`src/hdl/rcct_pkg.sv`:
```
// Shared types and constants of the ray cell travel time block.
package rcct_pkg;

  localparam int unsigned SLOW_BITS = 32;
  localparam int unsigned TIME_BITS = 48;
  localparam int unsigned STAT_BITS = 2;

  typedef enum logic [1:0] {
    KIND_VERT  = 2'd0,
    KIND_HORZ  = 2'd1,
    KIND_SLOPE = 2'd2
  } kind_e;

  typedef enum logic [STAT_BITS-1:0] {
    ST_HIT   = 2'd0,
    ST_MISS  = 2'd1,
    ST_AMBIG = 2'd2
  } status_e;

  // Classification that the front attaches to every cell word
  typedef struct packed {
    kind_e kind;
    logic  outside;
  } front_ctl_t;

endpackage

```
`src/hdl/rcct_front.sv`:
```
// Front end: input register, bounding box test and ray classification.
module rcct_front #(
  parameter int unsigned COORD_BITS = 32,
  parameter int unsigned DATA_W     = 288
) (
  input  logic                clk_i,
  input  logic                rst_ni,
  input  logic                in_valid_i,
  output logic                in_ready_o,
  input  logic [DATA_W-1:0]   in_data_i,
  output logic                out_valid_o,
  input  logic                out_ready_i,
  output logic [DATA_W-1:0]   out_data_o,
  output rcct_pkg::front_ctl_t out_ctl_o
);
  import rcct_pkg::*;

  localparam int unsigned CB = COORD_BITS;

  logic              valid_q, valid_d;
  logic [DATA_W-1:0] data_q;
  front_ctl_t        ctl_q, ctl_d;

  logic signed [CB-1:0] cxl, cyl, cxh, cyh, sx, sy, rx, ry;
  logic signed [CB-1:0] bxl, bxh, byl, byh;

  // Unpack the coordinate fields of the incoming word
  always_comb begin
    cxl = $signed(in_data_i[SLOW_BITS + 0*CB +: CB]);
    cyl = $signed(in_data_i[SLOW_BITS + 1*CB +: CB]);
    cxh = $signed(in_data_i[SLOW_BITS + 2*CB +: CB]);
    cyh = $signed(in_data_i[SLOW_BITS + 3*CB +: CB]);
    sx  = $signed(in_data_i[SLOW_BITS + 4*CB +: CB]);
    sy  = $signed(in_data_i[SLOW_BITS + 5*CB +: CB]);
    rx  = $signed(in_data_i[SLOW_BITS + 6*CB +: CB]);
    ry  = $signed(in_data_i[SLOW_BITS + 7*CB +: CB]);
    bxl = (sx < rx) ? sx : rx;
    bxh = (sx < rx) ? rx : sx;
    byl = (sy < ry) ? sy : ry;
    byh = (sy < ry) ? ry : sy;
  end

  // Classify the ray and test the cell against its box
  always_comb begin
    ctl_d.outside = (cxh < bxl) || (cxl > bxh) || (cyh < byl) || (cyl > byh);
    priority if (rx == sx) begin
      ctl_d.kind = KIND_VERT;
    end else if (ry == sy) begin
      ctl_d.kind = KIND_HORZ;
    end else begin
      ctl_d.kind = KIND_SLOPE;
    end
  end

  assign in_ready_o = !valid_q || out_ready_i;

  always_comb begin
    valid_d = valid_q;
    if (in_ready_o) begin
      valid_d = in_valid_i;
    end
  end

  always_ff @(posedge clk_i or negedge rst_ni) begin
    if (!rst_ni) begin
      valid_q <= 1'b0;
    end else begin
      valid_q <= valid_d;
    end
  end

  // Hold the word until the queue takes it
  always_ff @(posedge clk_i) begin
    if (in_ready_o && in_valid_i) begin
      data_q <= in_data_i;
      ctl_q  <= ctl_d;
    end
  end

  assign out_valid_o = valid_q;
  assign out_data_o  = data_q;
  assign out_ctl_o   = ctl_q;

endmodule

```
`config.mk`:
```
export PLATFORM = sky130hd
export DESIGN_NAME = rcct_front
export DESIGN_NICKNAME = d
export VERILOG_FILES = /design/src/hdl/rcct_pkg.sv /design/src/hdl/rcct_front.sv
export SDC_FILE = /design/constraint.sdc
export NUM_CORES = 1
export LEC_CHECK = 0
export BUFFER_PORTS_ARGS = -buffer_cell sky130_fd_sc_hd__buf_4
export CAP_MARGIN = 20
export CORE_AREA = 2 2 224 226
export CTS_BUF_LIST = sky130_fd_sc_hd__clkbuf_8
export CTS_CLUSTER_DIAMETER = 80
export DETAILED_ROUTE_END_ITERATION = 16
export DIE_AREA = 0 0 226 228
export PLACE_DENSITY_LB_ADDON = 0.3
export SLEW_MARGIN = 5
export SYNTH_ARGS = -nofsm -noshare
export SYNTH_HDL_FRONTEND = slang
export SYNTH_SLANG_ARGS = --single-unit
```
`constraint.sdc`:
```
create_clock -name clk_i -period 20.6 [get_ports clk_i]
set_clock_uncertainty 0.05 [all_clocks]
set_input_delay 2.06 -clock clk_i [delete_from_list [all_inputs] [get_ports clk_i]]
set_output_delay 2.06 -clock clk_i [all_outputs]
set_load 0.02 [all_outputs]
```
After elaboration in Yosys (flattened, before gate mapping)

Cells that the tools add are included.

$lt $le $gt $ge: 6
Equality and inequality tests: 2
Multiplexer cells: 5
Reductions and logical operators: 6

Operators by type and width:

| cell                           | number |
|---|---|
| < comparator 32 bit            | 4 |
| two-way mux 32 bit             | 4 |
| equality test 32 bit           | 2 |
| greater-than comparator 32 bit | 2 |
| logical OR 1 bit               | 4 |
| two-way mux 2 bit              | 1 |
| logical AND 1 bit              | 1 |
| zero test 1 bit                | 1 |

Logic and storage cells: 23
Register bits: 292
Input bits: 292

Logic depth before layout (Yosys ltp)

Depth after elaboration: 6
Depth in mapped cells: 22

Least setup slack after synthesis

OpenSTA, ideal clock, no wires.

Path kind: input -> register
From: in out_ready_i
To: reg ctl_q (netlist bit out_ctl_o[0]) (enable)
Path buffers: 0
Data required time: 19862 ps
Stages: 2
Library setup time: 688 ps
Slack: 10905 ps
Data arrival time: 8956 ps
Cell sequence: nand2b_1 -> and2_1

Word-level cells in the longest chain between the ends: 2

RTL lines:

| item                   | line             | text |
|---|---|---|
| start: declaration     | rcct_front.sv:12 | `input logic out_ready_i,` |
| logical OR 1 bit       | rcct_front.sv:55 | `assign in_ready_o = !valid_q \|\| out_ready_i;` |
| logical AND 1 bit      | rcct_front.sv:74 | `if (in_ready_o && in_valid_i) begin` |
| end signal: assignment | rcct_front.sv:76 | `ctl_q <= ctl_d;` |
| end: declaration       | rcct_front.sv:22 | `front_ctl_t ctl_q, ctl_d;` |

No other way between the ends.
A chain may end at the register's enable or synchronous reset.

==> out/results.ini <==
[run_status]
status = complete, no violations

[clock_network]
postCtsResizedCells = 0
cts_tree = yes
worst_skew_pair.late_latency_ns = 0.60
htreeDepth = 2
cts_setup_buffers = 0
clock-sinks = 292
cts-hold-fix-buffers = 0
ctsLongestPathBuffers = 3
clkTransAtPathRegs_ns = 0.06
root_buffer = clkbuf_8
cts_made_buffers = 53

[timing]
setup_tns_ns = 0
tightest_slew_ns = 0.9784
slew_headroom_pct = 34.77
rsz0062_at_grt = no
fmax_mhz = 141.5
finalCritPeriodShare_pct = 34.30
hold_viol_final = 0
min_period_ns = 7.065
finalSetupViolations = 0
slew_violations = 0

[die]
ios = 585
die_area_um2 = 51530
rows = 82
coreArea_um2 = 49350
die_y_um = 228
fp.dieW_um = 226
start_util_pct = 29.59

[job]
drv_cap = 0

[global_route]
grt_usage_pct = 18.63
grt_pass1_wl_um = 70600
grt_max_degree = 157
grt_pass1_vias = 11340
antenna_found_initial = 2
gr-total-overflow = 0

[synthesis]
syn_area_um2 = 14600
synth_compound_area_share_pct = 7.078
synth.area.mux_share_pct = 8.638
synth-main-ff-cell = edfxtp_1
synth_nets = 1484
synthAdderAreaFrac_pct = 16.28
async_flop_share_pct = 0.3425
synth-simple-area-share_pct = 5.304
synth_top_family_by_area = adder cells
yosysSeqAreaShare_pct = 60.02
ys_ff_latch = 292
syn_area_per_cell_um2 = 14.57
synth_cells = 1002
synth_cell_types = 47
synth_edf_count = 291
synth_xor_area_share_pct = 0.05998
yosys_warnings = 0

[pwr]
clkPwrFrac_pct = 34.0
power_leakage_nw = 9.456
switching_power_mw = 0.4700
seq_power_share_pct = 43.4
combPwrFrac_pct = 22.6
swShare_pct = 28.99
power_mw = 1.621
ir_drop_v = 0.00005169
p_int_mw = 1.151
powerDensity_nw_per_um2 = 77.87

[setup_path]
cp.buffers_inverters = 2
path_cells = buf_4 -> ha_1 -> a21oi_1 -> o21ai_0 -> o2bb2ai_1 -> o41ai_1 -> and3_4 -> buf_4 -> mux2i_1 -> ha_1 -> a21o_1 -> a21o_1 -> a21o_1 -> a211oi_1 -> o21ai_0 -> or3_1 -> mux2i_1 -> nor2_1 -> nand4_1
critPathKind = primary input to flop
end_kind = flop
critPathMostFrequentCell = a21o_1
path_delay_family = compound AO/OA/AOI/OAI gates
cp.required_ns = 20.91
crit_fanout = 38
crit_arrival_ns = 7.37
start_kind = primary input
ff2ff_setup_slack_ns = 17.95
cpPeakStageDelay_ns = 0.79
cp_slowest_cell = o41ai_1

[cells_and_area]
n_fill_cell = 4583
layout.nets = 2114
num_antenna_cells = 0
layout_commonest_cell = buf_4
layout-drive-gt1-share_pct = 39.73
most-common-layout-cells = buf_4, edfxtp_1, ha_1, mux2i_1, inv_1
areaGrowthSynthToFinish_pct = 42.59

[worst_hold_path]
hp-class = flop to flop

[drt]
drcViolationCount = 0
wl_per_cell_um = 21.09
viasPerCell = 4.659
vias = 10930
dr.pass1.iters = 5
drt-initial-drc-count = 445
finalWirelength_um = 49490
antenna_left = 0

[placement]
place.detailed.hpwl_um = 40430
place.port_buffers = 584
place.gp.congestion = 0.8415

power groups by stage:
stage,combinational (mW),clock (mW),sequential [mW]
detailed placement,0.370,0,0.716
global placement,0.364,0,0.715
global route,0.401,0.590,0.706
floorplan,0.162,0,0.765
CTS,0.371,0.571,0.704
finish,0.367,0.551,0.703
cells by family (layout without fill, tap and decap cells):
group,after synthesis,after routing
and+or+nand+nor,148,148
xor gates and xnor gates,1,1
muxes,126,126
adders and majority gates,190,190
DFF,292,292
buffers and inverters,86,758
AOI/OAI and AO/OA,159,159
stage by stage:
step	std cells	hold slack [ns]	util (%)	worst slack [ns]	instance area, um2
global placement	2249	0.4702	40.07	12.98	19780
global route	2346	0.5627	42.19	13.33	20820
floorplan	1002	0.7326	-	10.91	14600
detailed placement	2249	0.4809	40.07	12.91	19780
finish	2346	0.4895	42.19	13.54	20820
CTS	2346	0.4961	42.19	13.63	20820
cell type report:
cell class / count / area, um2 / area share [%]
Clock buffer: 54 / 743.2 / 3.570
Timing Repair Buffer: 589 / 4434 / 21.30
Inverter: 72 / 270.3 / 1.298
Sequential cell: 292 / 8763 / 42.09
Multi-Input combinational cell: 624 / 5466 / 26.26
Clock inverter: 43 / 301.5 / 1.448
Tap cell: 672 / 840.8 / 4.038
worst min-delay path: stages, from the launching register on:
cell and delay [ns]:
dfrtp_1 0.34, nand2b_1 0.09, nand2b_1 0.08
final timing paths:
kind | startpoint | to | cells past startpoint
max | in_data_i[197] | out_ctl_o[0] | 19
min | out_valid_o | out_valid_o | 2
max reg2reg | out_valid_o | out_data_o[93] | 3
min reg2reg | out_valid_o | out_valid_o | 2
max in group asynchronous | rst_ni | out_valid_o | 1
min in group asynchronous | rst_ni | out_valid_o | 1
Yosys cell counts, types with 2 or more instances:
master / count / area [um2]
or3_1: 4 / 25.02
o211ai_1: 9 / 67.56
a21boi_0: 3 / 22.52
and2_1: 3 / 18.77
buf_2: 6 / 30.03
o41ai_1: 3 / 26.28
o21ai_0: 33 / 165.2
o21a_1: 4 / 30.03
a211oi_1: 7 / 52.55
and4_1: 5 / 43.79
nand4_1: 36 / 225.2
a21o_1: 26 / 195.2
ha_1: 190 / 2377
nor2b_1: 7 / 43.79
o21bai_1: 2 / 15.01
mux2i_1: 126 / 1261
nor4_1: 4 / 25.02
inv_1: 72 / 270.3
a221oi_1: 5 / 43.79
a211oi_2: 2 / 25.02
nand2b_1: 5 / 31.28
nor3_1: 10 / 50.05
buf_6: 6 / 67.56
nand2_1: 32 / 120.1
a2111oi_0: 4 / 35.03
buf_4: 2 / 15.01
o2bb2ai_1: 2 / 17.52
nand3_1: 13 / 65.06
edfxtp_1: 291 / 8738
a211o_1: 2 / 17.52
a21oi_1: 48 / 240.2
nor2_1: 25 / 93.84
layer usage:
metal / part of all wire (%) / vias to the layer above / track usage [%]
li1: - / 5210 / -
met1: 37 / 5176 / 19.90
met2: 51 / 446 / 33.87
met3: 8.2 / 95 / 5.732
met4: 3.7 / 4 / 7.450
met5: 0.055 / - / 0
state kept, by name, summed over array words and instances, names as in the netlist:
name / flops
out_valid_o: 1
out_data_o: 288
out_ctl_o: 3
No activity file was read; power rests on OpenSTA's default activity.
