==> src/hdl/rcct_pkg.sv <==
// Shared types and constants of the ray cell travel time block.
package rcct_pkg;

  localparam int unsigned SLOW_BITS = 32;
  localparam int unsigned TIME_BITS = 48;
  localparam int unsigned STAT_BITS = 2;

  typedef enum logic [1:0] {
    KIND_VERT  = 2'd0,
    KIND_HORZ  = 2'd1,
    KIND_SLOPE = 2'd2
  } kind_e;

  typedef enum logic [STAT_BITS-1:0] {
    ST_HIT   = 2'd0,
    ST_MISS  = 2'd1,
    ST_AMBIG = 2'd2
  } status_e;

  // Classification that the front attaches to every cell word
  typedef struct packed {
    kind_e kind;
    logic  outside;
  } front_ctl_t;

endpackage

==> src/hdl/rcct_fifo.sv <==
// Two-entry queue between front end and back end.
module rcct_fifo #(
  parameter int unsigned WIDTH = 8
) (
  input  logic             clk_i,
  input  logic             rst_ni,
  input  logic             wr_valid_i,
  output logic             wr_ready_o,
  input  logic [WIDTH-1:0] wr_data_i,
  output logic             rd_valid_o,
  input  logic             rd_pop_i,
  output logic [WIDTH-1:0] rd_data_o
);
  import rcct_pkg::*;

  logic [WIDTH-1:0] mem [2];
  logic             wr_ptr_q, wr_ptr_d, rd_ptr_q, rd_ptr_d;
  logic [1:0]       count_q, count_d;
  logic             push, pop;

  assign wr_ready_o = (count_q != 2'd2);
  assign rd_valid_o = (count_q != 2'd0);
  assign push       = wr_valid_i && wr_ready_o;
  assign pop        = rd_pop_i && rd_valid_o;
  assign rd_data_o  = mem[rd_ptr_q];

  // Advance pointers and fill count
  always_comb begin
    wr_ptr_d = push ? !wr_ptr_q : wr_ptr_q;
    rd_ptr_d = pop ? !rd_ptr_q : rd_ptr_q;
    count_d  = count_q + {1'b0, push} - {1'b0, pop};
  end

  always_ff @(posedge clk_i or negedge rst_ni) begin
    if (!rst_ni) begin
      wr_ptr_q <= 1'b0;
      rd_ptr_q <= 1'b0;
      count_q  <= 2'd0;
    end else begin
      wr_ptr_q <= wr_ptr_d;
      rd_ptr_q <= rd_ptr_d;
      count_q  <= count_d;
    end
  end

  always_ff @(posedge clk_i) begin
    if (push) begin
      mem[wr_ptr_q] <= wr_data_i;
    end
  end

endmodule

==> config.mk <==
export PLATFORM = sky130hd
export DESIGN_NAME = rcct_fifo
export DESIGN_NICKNAME = d
export VERILOG_FILES = /design/src/hdl/rcct_pkg.sv /design/src/hdl/rcct_fifo.sv
export SDC_FILE = /design/constraint.sdc
export NUM_CORES = 1
export LEC_CHECK = 0
export BUFFER_PORTS_ARGS = -buffer_cell sky130_fd_sc_hd__buf_2
export CAP_MARGIN = 5
export CORE_MARGIN = 3
export CORE_UTILIZATION = 52
export CTS_BUF_LIST = sky130_fd_sc_hd__clkbuf_8
export CTS_CLUSTER_SIZE = 25
export DETAILED_ROUTE_END_ITERATION = 16
export GPL_TIMING_DRIVEN = 1
export PLACE_DENSITY = 0.83
export RECOVER_POWER = 50
export SLEW_MARGIN = 10
export SYNTH_ARGS = -nofsm -noshare
export SYNTH_HDL_FRONTEND = slang
export SYNTH_SLANG_ARGS = --single-unit
export TNS_END_PERCENT = 50
==> constraint.sdc <==
create_clock -name clk_i -period 1.6 [get_ports clk_i]
set_input_delay 0 -clock clk_i [delete_from_list [all_inputs] [get_ports clk_i]]
set_output_delay 0 -clock clk_i [all_outputs]
set_load 0.01 [all_outputs]
# [Word level (Yosys, flattened, before mapping)]
# Memory sizes are Yosys's and may differ from the RTL's.
# Index checks and enable logic that the tools add are counted.
[op_classes] addsub=2 reduce_logical=5 n_eq_ne=1 n_mux=2
[ops] operator="$add 2x1->2" n=1
[ops] operator="$logic_and 1x1->1" n=2
[ops] operator="$logic_not 1->1" n=2
[ops] operator="$mux 1" n=2
[ops] operator="$ne 2x2->1 const B" n=1
[ops] operator="$reduce_bool 2->1" n=1
[ops] operator="$sub 2x1->2" n=1
[totals] mem_count=1 ff_bits=4 mem_bits_rw=16
[mem_list] name="mem" words=2 width=8 read_ports=1 rd_clocked_by_memory_dff=0 write_ports=1 line_no="rcct_fifo.sv:16" rtl="logic [WIDTH-1:0] mem [2];"

# [Logic depth before layout (Yosys ltp)]
# Gate-level depths: netlist of run 1.
[depth] depth_word=4 mapped_depth=5 mapped_depth_nobuf=5

# [Worst setup path before layout of run 1]
# OpenSTA, ideal clock, no wires.
[synth_timing] path_type="flip-flop to flip-flop" startpoint="register count_q[0]" endpoint="memory mem[0][0], enable pin" setup_time_ns=0.370 arrival_time_ns=1.072 t_required_ns=1.230 slack_ns=0.157 period_less_slack_ns=1.443 path_stages_with_launch=4 cell_sequence="dfrtp_1 > nand2b_1 > nand2_1 > nor2_1"
[synth_between] elab_chain_len=4
[synth_rtl] element="from (decl)" line_no="rcct_fifo.sv:18" rtl="logic [1:0] count_q, count_d;"
[synth_rtl] element="from (signal assigned)" line_no="rcct_fifo.sv:42" rtl="count_q <= count_d;"
[synth_rtl] element="$ne 2x2->1" line_no="rcct_fifo.sv:21" rtl="assign wr_ready_o = (count_q != 2'd2);"
[synth_rtl] element="net wr_ready_o" line_no="rcct_fifo.sv:8" rtl="output logic wr_ready_o,"
[synth_rtl] element="$logic_and 1x1->1" line_no="rcct_fifo.sv:23" rtl="assign push = wr_valid_i && wr_ready_o;"
[synth_rtl] element="$mux 1" line_no="rcct_fifo.sv:47" rtl="if (push) begin"
[synth_rtl] element="$mux 1 (implied by the code)" line_no="rcct_fifo.sv:48" rtl="mem[wr_ptr_q] <= wr_data_i;"
[synth_rtl] element="to (decl)" line_no="rcct_fifo.sv:16"
# The timed path passes the listed nets, and every way through them passes these cells.

# [Worst setup path after layout of run 1]
[layout_timing] startpoint="register count_q[1]" endpoint="register count_q[1]"
[layout_between] elab_chain_len=4 elab_cells_between_ends=6 cone_classes="add/sub: 2; eq/ne: 1; reduce/logical: 3"
[layout_rtl] element="$ne 2x2->1" line_no="rcct_fifo.sv:21"
[layout_rtl] element="$logic_and 1x1->1" line_no="rcct_fifo.sv:23"
[layout_rtl] element="$add 2x1->2" line_no="rcct_fifo.sv:31" rtl="count_d = count_q + {1'b0, push} - {1'b0, pop};"
[layout_rtl] element="$sub 2x1->2 (*)" line_no="rcct_fifo.sv:31"
[layout_rtl] element="net count_d[1]" line_no="rcct_fifo.sv:18"
# Mark *: on every way through the listed nets, which the timed path passes. The rest lies on a longest branch.
# A chain may end at the register's enable or synchronous reset.

==> results.sh, run 1 <==
export IMPL_status="finished clean"
export IMPL_place_gp_congestion=0.668
export IMPL_drv_cap=0
export IMPL_std_cell_rows=13
export IMPL_rsz0062_at_grt="no"
export IMPL_ir_drop_mv=1.27
export IMPL_syn_nets=60
export IMPL_drtAntennaViolNets=0
export IMPL_clock_sinks=20
export IMPL_cts_resized=0
export IMPL_dpl_hpwl_um=965
export IMPL_synth_area_um2=810
export IMPL_hp_start="rd_pop_i"
export IMPL_max_slew_margin_pct=75.1
export IMPL_pwr_share_comb_pct=32.5
export IMPL_drv_slew=0
export IMPL_drt_pass1_iter_count=2
export IMPL_route_detailed_drc=0
export IMPL_synth_fa_ha_area_share_pct=1.55
export IMPL_fill_cells=94
export IMPL_grt_pass1_vias=477
export IMPL_tritoncts="yes"
export IMPL_total_leakage_power_nw=0.412
export IMPL_post_cts_setup_buffers=0
export IMPL_yosysUniqueCellTypes=17
export IMPL_vias_per_cell=4.92
export IMPL_yosys_top_cells_area="edfxtp_1, dfrtp_1, mux2_2"
export IMPL_crit_fanout=6
export IMPL_nNetsFinal=95
export IMPL_finalHoldViolations=0
export IMPL_setup_viol=0
export IMPL_worstSetupEndpointType="flop"
export IMPL_whs_ps=31.6
export IMPL_io_buffers=21
export IMPL_grt_pass1_wl_mm=2.13
export IMPL_synth_top_family_by_area="multiplexers"
export IMPL_path_clk_slew_ps=70
export IMPL_multi_input_area_um2=224
export IMPL_place_inst=83
export IMPL_max_freq_mhz=740
export IMPL_die_y_um=45.5
export IMPL_antenna_cells=0
export IMPL_swShare_pct=30.3
export IMPL_power_internal_w=0.00120
export IMPL_power_frac_clock_pct=18.4
export IMPL_grt_overflow=0
export IMPL_setup_tns_ps=0
export IMPL_yosys_warnings=0
export IMPL_area_growth_pct=31.2
export IMPL_p_per_area_nw_per_um2=1620
export IMPL_worstSetupPathType="flop to flop"
export IMPL_arrival_ps=1480
export IMPL_switchingPower_w=0.000523
export IMPL_numCtsBuffers=3
export IMPL_syn_inst=47
export IMPL_fin_crit_ps=1350
export IMPL_cp_start_kind="flop"
export IMPL_grt_usage_pct=15.2
export IMPL_ios=22
export IMPL_drt_total_wl_mm=1.36
export IMPL_avgRoutedWirePerCell_um=14.2
export IMPL_finalPower_w=0.00173
export IMPL_grt_start_max_net_pins=12
export IMPL_fin_crit_sh_pct=84.5
export IMPL_r2r_start="count_q[1]"
export IMPL_yosys_area_top_type="edfxtp_1"
export IMPL_cts_root_buf="clkbuf_8"
export IMPL_cts_htree_levels=1
export IMPL_clk_latency_ps=250
export IMPL_pwr_share_seq_pct=49.1
export IMPL_tightestPinTransition_ps=373
export IMPL_first_iter_violations=4
export IMPL_synth_mux_area_share_pct=11.1
export IMPL_initial_core_util_pct=58.6
export IMPL_fin_skew_ps=0.987
export IMPL_synth_seq_cells=20
export IMPL_die_x_um=45.5
export IMPL_netlist_area_leader_share_pct=59.4
export IMPL_vias=472
export IMPL_antenna_found_initial=0
export IMPL_drive_gt1_share_pct=34.6
export IMPL_synth_compound_area_share_pct=3.71
export IMPL_synth_xor_area_share_pct=3.25
export IMPL_crit_start="count_q[1]"
export IMPL_regArea_um2=581
export IMPL_worstHoldPathType="primary input to flop"
export IMPL_ys_seq_area_share_pct=71.7
export IMPL_synth_avg_cell_area_um2=17.2
export IMPL_required_ps=1730
export IMPL_core_area_um2=1380
export IMPL_fin_cells=96
export IMPL_die_area_um2=2070
export IMPL_clk_path_buf_depth=2
export IMPL_synth_simple_gate_area_share_pct=8.04
[registers in the layout, indices dropped and copies added (netlist names)]
register,flops
count_q,2
mem,16
rd_ptr_q,1
wr_ptr_q,1
[cells in the mapped netlist (all sizes together)]
cell type,n
nand2b,1
buf,1
nor4bb,1
nor2b,1
o21ba,1
nand3,1
nand2,2
ha,1
dfrtp,4
xnor2,3
o21ai,1
and3,1
a311oi,1
or2,1
edfxtp,16
nor2,3
mux2,8
[placed cells by master, fill, tap and decap left out]
cell type      count
clkbuf_1           7
dfrtp_1            4
nor2b_1            1
buf_2             13
o21ai_0            1
mux2_2             8
and3_1             1
nand3_1            1
buf_4              1
or2_0              1
clkbuf_8           3
nor2_1             3
dlygate4sd3_1      9
a311oi_2           1
o21ba_1            1
nor4bb_2           1
ha_1               1
nand2b_1           1
edfxtp_1          16
clkinv_1           1
clkbuf_2           1
nand2_1            2
xnor2_1            3
[repair_timing]
action,CTS,global route
setup endpoints to repair,0,0
hold buffers,9,0
hold endpoints to repair,20,0
[worst max-delay path, stage by stage, from the launching register on]
cell     delay (ps)
dfrtp_1         450
nor2b_1         260
o21ba_1         160
nor2_1           40
ha_1            190
xnor2_1         130
[per-stage QoR]
stage	area [um^2]	util, %	worst slack, ps
floorplan	810	-	157
global placement	936	67.7	327
detailed placement	936	67.7	247
CTS	1070	77.5	237
global route	1060	76.8	166
finish	1060	76.8	248
[path summary, 6_finish.rpt]
path / slack (ps) / endpoint / depth (start not counted)
worst max register to register: 250 / count_q[1] / 5
max in group asynchronous: 1280 / rd_ptr_q / 2
worst min-delay path: 30 / rd_ptr_q / 3
min in group asynchronous: 130 / count_q[0] / 2
worst max-delay path: 250 / count_q[1] / 5
worst min register to register: 510 / wr_ptr_q / 1
[area by class of cell]
class                      count  share of cell area, %
sequential                    20                   54.7
multi-input combinational     26                   21.1
timing repair buffer          31                   18.3
clock buffer                   3                   3.89
tap                           15                   1.77
clock inverter                 1                  0.353
[cell families after synthesis]
family / after synthesis
AO/OA/AOI/OAI: 3
buffers and inverters: 1
XOR/XNOR: 3
AND/OR/NAND/NOR: 11
flip-flops: 20
adder cells (fa/ha/maj): 1
multiplexers: 8
[routing by layer]
layer / vias up / share of wire [%] / GRT usage (%)
met5: - / 0 / 0
met4: 0 / 0 / 5.26
met3: 0 / 4.7 / 2.37
met2: 15 / 54 / 27.3
met1: 214 / 41 / 18.2
li1: 243 / - / -
[power by group through the flow]
| stage | Clock [W] | Combinational (W) | Sequential (W) |
|---|---|---|---|
| floorplan | 0 | 0.000425 | 0.000792 |
| detailed placement | 0 | 0.000564 | 0.000858 |
| global placement | 0 | 0.000547 | 0.000846 |
| finish | 0.000317 | 0.000561 | 0.000847 |
| global route | 0.000350 | 0.000618 | 0.000866 |
| CTS | 0.000319 | 0.000581 | 0.000848 |
No activity file was read; power rests on OpenSTA's default activity.
==> inputs of run 2 (changes only) <==
--- a/config.mk
+++ b/config.mk
@@ -5,6 +5,7 @@
 export SDC_FILE = /design/constraint.sdc
 export NUM_CORES = 1
 export LEC_CHECK = 0
+export ABC_AREA = 1
 export BUFFER_PORTS_ARGS = -buffer_cell sky130_fd_sc_hd__buf_2
 export CAP_MARGIN = 5
 export CORE_MARGIN = 3
==> constraint.sdc (replaced) <==
create_clock -name clk_i -period 1.3 [get_ports clk_i]
set_input_delay 0 -clock clk_i [delete_from_list [all_inputs] [get_ports clk_i]]
set_output_delay 0 -clock clk_i [all_outputs]
set_load 0.01 [all_outputs]
==> run 2 against run 1 <==
Global-route usage up 3.8 points. First-iteration DRC count rose to 6.3 times the previous value. Critical endpoint unchanged. Sequential power up 25%. Setup slack worse by 370 ps. The run now ends with negative setup slack left. Final area up 17%. Highest routed layer is now met4.
==> results.sh, run 2 <==
export IMPL_status="finished with violations"
export IMPL_violations="negative setup slack"
export IMPL_numCtsBuffers=3
export IMPL_grt_usage_pct=19.0
export IMPL_syn_inst=73
export IMPL_final_cell_mix="nand2_1, buf_2, edfxtp_1"
export IMPL_grt_overflow=0
export IMPL_clk_path_buf_depth=2
export IMPL_worst_path_max_delay_cell="dfrtp_2"
export IMPL_synth_compound_area_share_pct=1.22
export IMPL_clk_latency_ps=250
export IMPL_synth_main_ff_cell="edfxtp_1"
export IMPL_arrival_ps=1570
export IMPL_yosys_area_top_type="edfxtp_1"
export IMPL_ys_seq_area_share_pct=70.6
export IMPL_crit_path_frequent_cell="nand2_2"
export IMPL_io_buffers=21
export IMPL_area_growth_pct=51.1
export IMPL_worstSetupPathType="flop to flop"
export IMPL_cts_root_buf="clkbuf_8"
export IMPL_cts_htree_levels=1
export IMPL_total_leakage_power_nw=0.565
export IMPL_drive_gt1_share_pct=47.9
export IMPL_p_per_area_nw_per_um2=2230
export IMPL_nNetsFinal=133
export IMPL_synth_seq_cells=20
export IMPL_avgRoutedWirePerCell_um=15.7
export IMPL_hp_start="wr_valid_i"
export IMPL_grt_pass1_vias=630
export IMPL_drv_slew=0
export IMPL_place_gp_congestion=0.760
export IMPL_fin_crit_sh_pct=110
export IMPL_synth_edf_count=16
export IMPL_core_area_um2=1380
export IMPL_largest_register="mem"
export IMPL_max_freq_mhz=702
export IMPL_final_common_cell="nand2_1"
export IMPL_tritoncts="yes"
export IMPL_vias_per_cell=5.10
export IMPL_netlist_area_leader_share_pct=58.4
export IMPL_worstHoldPathType="primary input to flop"
export IMPL_syn_nets=86
export IMPL_drv_cap=0
export IMPL_drt_pass1_iter_count=5
export IMPL_grt_pass1_wl_mm=2.68
export IMPL_synth_simple_gate_area_share_pct=21.3
export IMPL_yosysUniqueCellTypes=15
export IMPL_fill_cells=56
export IMPL_cpPeakStageDelay_ps=450
export IMPL_layout_setup_ws_ps=-125
export IMPL_route_detailed_drc=0
export IMPL_worstSetupEndpointType="flop"
export IMPL_synth_area_um2=822
export IMPL_ios=22
export IMPL_synthTopCellsByCount="nand2_1, edfxtp_1, inv_1"
export IMPL_max_slew_margin_pct=84.9
export IMPL_tightestPinTransition_ps=226
export IMPL_rsz0062_at_grt="yes"
export IMPL_synth_fa_ha_area_share_pct=1.52
export IMPL_crit_fanout=4
export IMPL_vias=683
export IMPL_yosys_warnings=0
export IMPL_r2r_start="count_q[0]"
export IMPL_dp_slack_ps=-161
export IMPL_drt_total_wl_mm=2.10
export IMPL_crit_family="simple AND/OR/NAND/NOR gates"
export IMPL_postLayoutCoreUtil_pct=89.9
export IMPL_finalHoldViolations=0
export IMPL_std_cell_rows=13
export IMPL_initial_core_util_pct=59.5
export IMPL_crit_start="count_q[0]"
export IMPL_synthArstFlopShare_pct=20.0
export IMPL_fin_crit_ps=1420
export IMPL_grt_start_max_net_pins=12
export IMPL_setup_viol=8
export IMPL_die_area_um2=2090
export IMPL_path_cells="nor2_4 > nor2_4 > nand2_2 > nand2_2 > ha_4 > inv_2 > nand2_2 > nand2_2 > inv_2 > nand2_2 > nand2_2"
export IMPL_antenna_found_initial=0
export IMPL_path_clk_slew_ps=70
export IMPL_antenna_cells=0
export IMPL_drtAntennaViolNets=0
export IMPL_first_iter_violations=25
export IMPL_cp_start_kind="flop"
export IMPL_ir_drop_mv=1.45
export IMPL_dpl_hpwl_mm=1.16
export IMPL_die_x_um=45.8
export IMPL_synth_xor_area_share_pct=1.07
export IMPL_required_ps=1440
export IMPL_die_y_um=45.8
export IMPL_yosys_top_cells_area="edfxtp_1, nand2_1, dfrtp_1"
export IMPL_synth_mux_area_share_pct=0
export IMPL_synth_top_family_by_area="simple AND/OR/NAND/NOR gates"
export IMPL_largestRegisters="mem x16, count_q x2"
export IMPL_fin_skew_ps=7.72
export IMPL_synth_avg_cell_area_um2=11.3
export IMPL_yosysMostFrequentCell="nand2_1"
export IMPL_largest_reg_flops=16
export IMPL_clock_sinks=20
export IMPL_crit_buf_inv=2
run 2: cell count changes in the layout (fill, tap and decap cells not counted), moves of 3 or more:
cell,before,now
buf_4,1,11
xnor2_1,3,0
mux2_2,8,0
nand2_1,2,25
nor2_4,0,4
inv_1,0,4
clkbuf_1,7,3
buf_2,13,18
nor2_1,3,0
nand2_2,0,6
dfrtp_2,0,3
dfrtp_1,4,1
inv_2,0,4
run 2: final cells by class:
type                       instances  area, um^2  share of cell area, %
clock inverter                     1        3.75                  0.302
multi-input combinational         44         268                   21.6
sequential                        20         584                   47.0
timing repair buffer              43         297                   23.9
inverter                           8        30.0                   2.42
tap                               15        18.8                   1.51
clock buffer                       3        41.3                   3.32
run 2: routing by layer:
layer  wire (um)  GRT usage (%)
met5           0              0
met4          18           1.70
met3         144           5.93
met2        1210           37.6
met1         725           19.9
run 2: through the flow:
step / total power (W) / TNS (ps) / hold slack (ps) / instances / cell area, um^2
floorplan: 0.00155 / 0 / -296 / 73 / 825
global placement: 0.00193 / -5.99 / -190 / 116 / 1000
detailed placement: 0.00199 / -161 / -190 / 116 / 1000
CTS: 0.00245 / -193 / 74.3 / 130 / 1150
global route: 0.00294 / -861 / 93.1 / 134 / 1240
finish: 0.00277 / -175 / 76.8 / 134 / 1240
run 2: final timing paths:
check / to / slack (ps) / cells after the start
min: wr_ptr_q / 80 / 3
max in group asynchronous: count_q[0] / 990 / 2
max: count_q[1] / -120 / 11
min reg2reg: wr_ptr_q / 590 / 2
min in group asynchronous: count_q[1] / 100 / 2
max reg2reg: count_q[1] / -120 / 11
run 2: worst min-delay path, cell delays in order:
cell     delay, ps
buf_2          120
a21oi_1         90
nor2_2          70
run 2: report_power, final:
part           total, W  switching, W  internal [W]
registers       0.00106      0.000159      0.000903
clock network  0.000387      0.000177      0.000210
logic           0.00132      0.000724      0.000595
total           0.00277       0.00106       0.00171
run 2: timing repair:
item | CTS | global route
hold buffers | 9 | 0
setup endpoints to repair | 1 | 19
pin swaps | 1 | 11
resized for setup | 4 | 17
setup buffers | 1 | 4
hold endpoints to repair | 20 | 0
run 2: cell families after synthesis:
group | after synthesis
xor+xnor | 1
buf+inv | 9
compound gates | 2
fa+ha+maj | 1
simple gates | 40
flops | 20
